File: src/rtl/swrm_pkg.sv
`default_nettype none
// ----------------------------------------------------------------------------
// swrm_pkg
// Types, codes and constants shared by the sliding window rate meter.
// ----------------------------------------------------------------------------
package swrm_pkg;

  localparam int RING_DEPTH_DEF = 1024;
  localparam int MS_SCALE_W     = 18;      // 256000 fits in 18 bits
  localparam int NUM_W_DEF      = $clog2(RING_DEPTH_DEF + 1) + MS_SCALE_W;
  localparam int RATE_MS_SCALE  = 256000;  // 1000 ms per second times q8 scale
  localparam int MS_PER_S       = 1000;
  localparam int BIG_BURST      = 25;
  localparam int WIN_S_W        = 6;
  localparam int WIN_MS_W       = 16;
  localparam int EVENTS_W       = 11;
  localparam int ADDR_W         = 3;

  localparam logic [WIN_S_W-1:0] WINDOW_RESET = 6'd5;
  localparam logic [0:0]         REG_WINDOW   = 1'b0;

  localparam logic [1:0] CMD_RECORD = 2'd0;
  localparam logic [1:0] CMD_QUERY  = 2'd1;
  localparam logic [1:0] CMD_CLEAR  = 2'd2;

  typedef struct packed {
    logic [1:0]  command;
    logic [31:0] now_ms;
  } swrm_in_t;

  typedef struct packed {
    logic [31:0]         rate_q8;
    logic [EVENTS_W-1:0] events_in_window;
  } swrm_out_t;

  typedef enum logic [2:0] {
    ST_IDLE,
    ST_SCAN,
    ST_PREP,
    ST_START,
    ST_DIV,
    ST_EMIT_RATE,
    ST_EMIT_ZERO
  } swrm_state_t;

  typedef struct packed {
    logic rec;
    logic clr;
    logic query;
    logic scan;
    logic prep;
    logic div_start;
    logic load_rate;
    logic load_zero;
  } swrm_cmd_t;

  typedef struct packed {
    logic few;
    logic hit;
    logic exhausted;
    logic div_busy;
  } swrm_sts_t;

endpackage : swrm_pkg
`default_nettype wire

File: src/rtl/swrm_ctrl.sv
`default_nettype none
// ----------------------------------------------------------------------------
// swrm_ctrl
// Command decode and sequencing of scan, divide and result transfer.
// ----------------------------------------------------------------------------
module swrm_ctrl import swrm_pkg::*; (
  input  wire logic       clk,
  input  wire logic       rst_n,
  input  wire logic       in_valid,
  output logic            in_ready,
  input  wire logic [1:0] in_command,
  output logic            out_valid,
  input  wire logic       out_ready,
  output swrm_cmd_t       cmd,
  input  wire swrm_sts_t  sts
);

  swrm_state_t state_r, state_nxt;
  logic        out_valid_r, out_valid_nxt;
  logic        out_free;

  assign out_free = !out_valid_r || out_ready;

  always_comb begin
    state_nxt = state_r;
    cmd       = '0;
    in_ready  = 1'b0;
    case (state_r)
      ST_IDLE: begin
        in_ready = 1'b1;
        if (in_valid) begin
          case (in_command)
            CMD_RECORD: cmd.rec = 1'b1;
            CMD_CLEAR:  cmd.clr = 1'b1;
            CMD_QUERY: begin
              cmd.query = 1'b1;
              state_nxt = sts.few ? ST_EMIT_ZERO : ST_SCAN;
            end
            default: ;
          endcase
        end
      end
      ST_SCAN: begin
        cmd.scan = 1'b1;
        if (sts.hit) begin
          state_nxt = ST_PREP;
        end else if (sts.exhausted) begin
          state_nxt = ST_EMIT_ZERO;
        end
      end
      ST_PREP: begin
        cmd.prep  = 1'b1;
        state_nxt = ST_START;
      end
      ST_START: begin
        cmd.div_start = 1'b1;
        state_nxt     = ST_DIV;
      end
      ST_DIV: begin
        if (!sts.div_busy) begin
          state_nxt = ST_EMIT_RATE;
        end
      end
      ST_EMIT_RATE: begin
        if (out_free) begin
          cmd.load_rate = 1'b1;
          state_nxt     = ST_IDLE;
        end
      end
      ST_EMIT_ZERO: begin
        if (out_free) begin
          cmd.load_zero = 1'b1;
          state_nxt     = ST_IDLE;
        end
      end
      default: state_nxt = ST_IDLE;
    endcase

    if (cmd.load_rate || cmd.load_zero) begin
      out_valid_nxt = 1'b1;
    end else if (out_ready) begin
      out_valid_nxt = 1'b0;
    end else begin
      out_valid_nxt = out_valid_r;
    end
  end

  always_ff @(posedge clk) begin
    if (!rst_n) begin
      state_r     <= ST_IDLE;
      out_valid_r <= 1'b0;
    end else begin
      state_r     <= state_nxt;
      out_valid_r <= out_valid_nxt;
    end
  end

  assign out_valid = out_valid_r;

endmodule : swrm_ctrl
`default_nettype wire

File: config.mk
export PLATFORM = sky130hd
export DESIGN_NAME = swrm_ctrl
export DESIGN_NICKNAME = d
export VERILOG_FILES = /design/src/rtl/swrm_pkg.sv /design/src/rtl/swrm_ctrl.sv
export SDC_FILE = /design/constraint.sdc
export NUM_CORES = 1
export LEC_CHECK = 0
export BUFFER_PORTS_ARGS = -buffer_cell sky130_fd_sc_hd__buf_2
export CAP_MARGIN = 20
export CORE_AREA = 4 4 41 43
export DETAILED_ROUTE_END_ITERATION = 10
export DIE_AREA = 0 0 45 47
export MAX_ROUTING_LAYER = met4
export PLACE_DENSITY_LB_ADDON = 0.05
export SLEW_MARGIN = 10
export SYNTH_ARGS = -nofsm -noshare
export SYNTH_HDL_FRONTEND = slang
export SYNTH_SLANG_ARGS = --single-unit
File: constraint.sdc
create_clock -name clk -period 1.3 [get_ports clk]
set_input_delay 0.195 -clock clk [delete_from_list [all_inputs] [get_ports clk]]
set_output_delay 0.195 -clock clk [all_outputs]
set_load 0.03 [all_outputs]
==> reports/metrics.yaml, run 1 <==
routing:
  vias: 555
  drc: 0
  wl_per_cell_um: 15.3
  first_iter_violations: 9
  viasPerCell: 5.34
  antenna_left: 0
  drt-total-wl_um: 1600
  firstDrtPassIters: 4
clock_network:
  cts_hold_buf: 0
  root_buffer: "clkbuf_4"
  cts_made_buffers: 3
  clk_path_buf_depth: 2
  htree_levels: 1
  clkSinkCount: 4
  clk_latency_ns: 0.24
  clk_pin_slew_ns: 0.04
  cts_tree: "built"
layout:
  post-route-util_pct: 68.8
  drive_gt1_share_pct: 75.3
  fillers: 101
  antennaDiodeCount: 0
  final_cell_mix: "buf_6 (15), buf_4 (13), buf_2 (10)"
  areaGrowthSynthToFinish_pct: 156
  nets: 101
  layout_commonest_cell: "buf_6"
floorplanning:
  die_area_um2: 2120
  die_y_um: 47
  io_pins: 20
  core.rowCount: 13
  coreArea_um2: 1300
  die-width_um: 45
  floorplan.initialDensity_pct: 26.9
critical_path:
  rrSetupSlack_ns: -0.24
  required_ns: 1.11
  arrival_ns: 1.41
  r2r-end: "state_r[2]$_SDFFE_PN0P_"
  start_kind: "flop"
  cp-startpoint: "state_r[1]$_SDFFE_PN0P_"
  end_kind: "output port"
  slowest_delay_ns: 0.42
  r2r-start: "state_r[2]$_SDFFE_PN0P_"
  criticalPathCategory: "flop to output port"
  timing.critical_path.buf_inv: 2
  cpLargestDelayFamily: "simple AND/OR/NAND/NOR gates"
  cp.depth: 4
  crit_path_cell_trace: "or3_4 > clkinv_4 > and4b_2 > buf_6"
  crit_path_end: "cmd[5]"
  rr_worst_depth: 7
  critPathMaxFanout: 3
  slowest_stage: "or3_4"
synthesis:
  synth_area_leaders: "dfxtp_1 (23%), nand2_1 (7.5%), nand4b_1 (5.0%)"
  syn-cell-area_um2: 350
  synth_top_cell_by_area: "dfxtp_1"
  yosysSeqAreaShare_pct: 22.9
  avgSynthCellArea_um2: 7.30
  synth_top_area_share_pct: 22.9
  synth_warnings: 0
  postSynthCellCount: 48
  synth-seq-cells: 4
  syn-num-nets: 58
  synth_cell_type_count: 29
global_route:
  grt_pass1_vias: 506
  grt_overflow: 0
  antenna_found_initial: 0
  track_usage_pct: 15.0
  grt_max_degree: 10
  grt_pass1_wl_um: 2200
worst_hold_path:
  hold_path.class: "input port to flop"
run_status:
  status: "finished, violations left"
  violations: "setup timing"
place:
  portBuffers: 19
  dp_hpwl_um: 866
  routabilityCongestion: 0.699
sta:
  max_freq_mhz: 624
  finalCritPeriodShare_pct: 123
  grt_setup_unrepaired: "yes"
  worst_slew_pin_slew_ns: 0.288
  setup_slack_ns: -0.301
  setup_viol: 12
  period_minus_slack_ns: 1.60
  fin_hold_ws_ns: 0.241
  hold_viol_final: 0
  drv_slew: 0
  fin_skew_ns: 0.00423
  slew_headroom_pct: 80.8
power_and_ir_drop:
  cellPowerDensity_nw_per_um2: 1520
  leakagePower_nw: 0.399
  ir_drop_mv: 1.11
  power.total_w: 0.00136
flow_run:
  max_cap_viol_count: 0
-- how the worst min path moves through the flow --
stage	slack, ns	cells past startpoint	from	to
after CTS	0.24	2	rst_n	state_r[1]$_SDFFE_PN0P_
after floorplan	0.32	1	rst_n	state_r[1]$_SDFFE_PN0P_
after global routing	0.28	2	rst_n	out_valid$_SDFFE_PN0P_
after global placement	0.50	3	rst_n	state_r[0]$_SDFFE_PN0P_
final	0.24	2	rst_n	state_r[1]$_SDFFE_PN0P_
after detailed placement	0.48	2	rst_n	state_r[1]$_SDFFE_PN0P_
-- where the power goes --
part	switching (W)	leakage, nW	internal, W
logic	0.000468	0.351	0.000560
clock network	0.0000601	0.0138	0.000104
registers	0.0000175	0.0339	0.000151
-- stage by stage --
| step | TNS [ns] | std cells | cell area, µm² | worst slack (ns) |
|---|---|---|---|---|
| floorplan | -0.596 | 48 | 408 | -0.216 |
| global placement | -0.295 | 88 | 574 | -0.0903 |
| detailed placement | -0.266 | 88 | 574 | -0.100 |
| CTS | -2.04 | 100 | 792 | -0.309 |
| global route | -2.28 | 104 | 896 | -0.337 |
| finish | -1.75 | 104 | 896 | -0.301 |
-- cell usage after synthesis --
| master | n |
|---|---|
| buf_2 | 2 |
| or4_1 | 1 |
| or3_4 | 1 |
| nor4_1 | 1 |
| o32ai_1 | 1 |
| nor2_1 | 4 |
| inv_1 | 2 |
| clkbuf_1 | 1 |
| xor2_1 | 1 |
| nand2_1 | 7 |
| nor3b_1 | 2 |
| nand3_1 | 1 |
| inv_2 | 1 |
| and4b_1 | 1 |
| o22a_1 | 1 |
| nand4b_1 | 2 |
| and2_1 | 1 |
| o21ai_0 | 1 |
| nor4b_1 | 1 |
| a221o_1 | 1 |
| nand2b_1 | 2 |
| nor3_1 | 3 |
| nor2b_1 | 1 |
| and3_1 | 1 |
| dfxtp_1 | 4 |
| mux2i_1 | 1 |
| a21boi_0 | 1 |
| o211ai_1 | 1 |
| nor4bb_1 | 1 |
-- layer usage --
metal	vias up	share of wire (%)	global-route usage (%)
li1	261	-	-
met1	264	39	15.8
met2	22	51	27.4
met3	8	4.7	0
met4	0	5.0	10.5
met5	-	0	-
-- registers in the layout, summed over array words and instances (netlist names) --
name / flops
out_valid: 1
state_r: 3
-- timing repair --
action,4_1_cts,5_1_grt
pin swaps,10,10
resized for setup,35,17
setup buffers,10,7
gates cloned,0,1
endpoints found under the setup margin,12,12
-- kinds of logic after synthesis --
family | after synthesis | share of synthesized area, %
and+or+nand+nor | 30 | 51.1
AOI/OAI and AO/OA | 6 | 13.6
buffers and inverters | 6 | 7.14
DFF | 4 | 22.9
xor gates and xnor gates | 1 | 2.50
muxes | 1 | 2.86
-- area by class of cell --
class / count / area (µm²) / area share, %
multi-input combinational: 38 / 380 / 42.5
tap: 15 / 18.8 / 2.09
timing repair buffer: 41 / 372 / 41.5
sequential: 4 / 83.8 / 9.36
inverter: 3 / 18.8 / 2.09
clock buffer: 3 / 22.5 / 2.51
-- worst register-to-register path, stage by stage (launching register included) --
cell	delay [ns]
dfxtp_2	0.34
or3_4	0.16
clkinv_4	0.05
and4b_2	0.22
buf_4	0.13
buf_6	0.10
a221o_1	0.29
and3_1	0.14
Power figures use the tool's default switching activity.
==> run 2: changes to the inputs <==
==> constraint.sdc (replaced) <==
create_clock -name clk -period 1.3 [get_ports clk]
set_input_delay 0.26 -clock clk [delete_from_list [all_inputs] [get_ports clk]]
set_output_delay 0.26 -clock clk [all_outputs]
set_load 0.03 [all_outputs]
==> reports/metrics.yaml, run 2 (synthesis gave the netlist of run 1 again) <==
run_status:
  status: "finished, violations left"
  violations: "setup timing"
sta:
  worst_slew_pin_slew_ns: 0.345
  slew_headroom_pct: 76.8
  fin_skew_ns: 0.00736
  fin_hold_ws_ns: 0.325
  grt_setup_unrepaired: "yes"
  setup_slack_ns: -0.343
  tns_ns: -2.50
  max_freq_mhz: 609
  finalCritPeriodShare_pct: 126
  drv_slew: 0
  hold_viol_final: 0
  setup_viol: 12
  period_minus_slack_ns: 1.64
routing:
  wl_per_cell_um: 13.2
  first_iter_violations: 6
  vias: 504
  drt-total-wl_um: 1350
  drc: 0
  firstDrtPassIters: 4
  antenna_left: 0
  viasPerCell: 4.94
worst_hold_path:
  hold_path.class: "input port to flop"
place:
  placed_cells: 87
  routabilityCongestion: 0.629
  dp_hpwl_um: 921
  portBuffers: 19
floorplanning:
  core.rowCount: 13
  die_area_um2: 2120
  floorplan.initialDensity_pct: 26.9
  die-width_um: 45
  io_pins: 20
  coreArea_um2: 1300
  die_y_um: 47
layout:
  stdcell_count: 102
  areaGrowthSynthToFinish_pct: 149
  multiInputGateArea_um2: 368
  layout_commonest_cell: "buf_6"
  max_flop_register: "state_r"
  drive_gt1_share_pct: 72.4
  ff_latch_area_um2: 83.8
  fillers: 118
  final_cell_mix: "buf_6 (15), buf_2 (10), buf_4 (10)"
  antennaDiodeCount: 0
  largest_reg_flops: 3
  nets: 99
power_and_ir_drop:
  power.total_w: 0.00131
  leakagePower_nw: 0.384
  ir_drop_mv: 0.892
  cellPowerDensity_nw_per_um2: 1500
flow_run:
  max_cap_viol_count: 0
critical_path:
  slowest_delay_ns: 0.42
  criticalPathCategory: "flop to output port"
  required_ns: 1.04
  slowest_stage: "or3_4"
  start_kind: "flop"
  critPathMaxFanout: 3
  timing.critical_path.buf_inv: 2
  arrival_ns: 1.38
  crit_path_cell_trace: "or3_4 > clkinv_4 > and4b_2 > buf_6"
  cpLargestDelayFamily: "simple AND/OR/NAND/NOR gates"
  end_kind: "output port"
clock_network:
  cts_tree: "built"
  clk_pin_slew_ns: 0.03
  cts_made_buffers: 3
  cts_hold_buf: 0
  htree_levels: 1
  root_buffer: "clkbuf_4"
  clk_path_buf_depth: 2
  clk_latency_ns: 0.23
  clkSinkCount: 4
global_route:
  grt_pass1_wl_um: 2290
  grt_overflow: 0
  grt_max_degree: 9
  grt_pass1_vias: 523
  antenna_found_initial: 0
  track_usage_pct: 15.1
-- run 2: cell types whose count changed in the layout (fill, tap and decap cells not counted) --
cell / change
buf_4: -3
buf_12: +2
clkbuf_16: -1
inv_2: +1
inv_4: -1
nand2_2: +1
nand2_4: -1
nor2b_1: +1
nor2b_4: -1
nor3_2: -1
nor3_4: +1
nor4_1: +1
nor4_2: -1
-- run 2: cell type report --
cell class,count,area share [%]
clock buffers,3,2.58
well taps,15,2.15
flip-flops and latches,4,9.60
repair buffers,39,41.7
multi-input cells,38,42.1
inverters,3,1.86
-- run 2: layer usage --
metal  wire length, µm  global-route usage, %  share of wire [%]  vias up
met4                 0                   1.75                  0        0
met5                 0                      -                  0        -
met2               751                   28.8                 56       15
li1                  -                      -                  -      253
met3                59                   3.45                4.4        0
met1               538                   16.2                 40      236
-- run 2: power by group --
part,total [W],internal [W],leakage (nW),switching [W]
logic,0.000991,0.000538,0.336,0.000454
registers,0.000167,0.000151,0.0339,0.0000155
clock network,0.000152,0.000103,0.0138,0.0000493
total,0.00131,0.000792,0.384,0.000518
-- run 2: repair_timing --
action,4_1_cts,5_1_grt
pin swaps,9,3
resized for setup,37,7
endpoints found under the setup margin,12,12
setup buffers,11,1
-- run 2: path summary, 6_finish.rpt --
path | start | to | slack, ns | depth (start not counted)
max | state_r[0]$_SDFFE_PN0P_ | cmd[5] | -0.34 | 4
min | rst_n | state_r[1]$_SDFFE_PN0P_ | 0.33 | 2
max reg2reg | state_r[2]$_SDFFE_PN0P_ | state_r[2]$_SDFFE_PN0P_ | -0.27 | 7
min reg2reg | out_valid$_SDFFE_PN0P_ | out_valid$_SDFFE_PN0P_ | 0.60 | 2
-- run 2: per-stage QoR --
stage	utilization, %	setup WS, ns	area, µm²
after floorplan	-	-0.216	425
after global placement	45.9	-0.148	597
after detailed placement	45.9	-0.156	597
after CTS	64.9	-0.357	845
after global routing	67.1	-0.396	873
final	67.1	-0.343	873
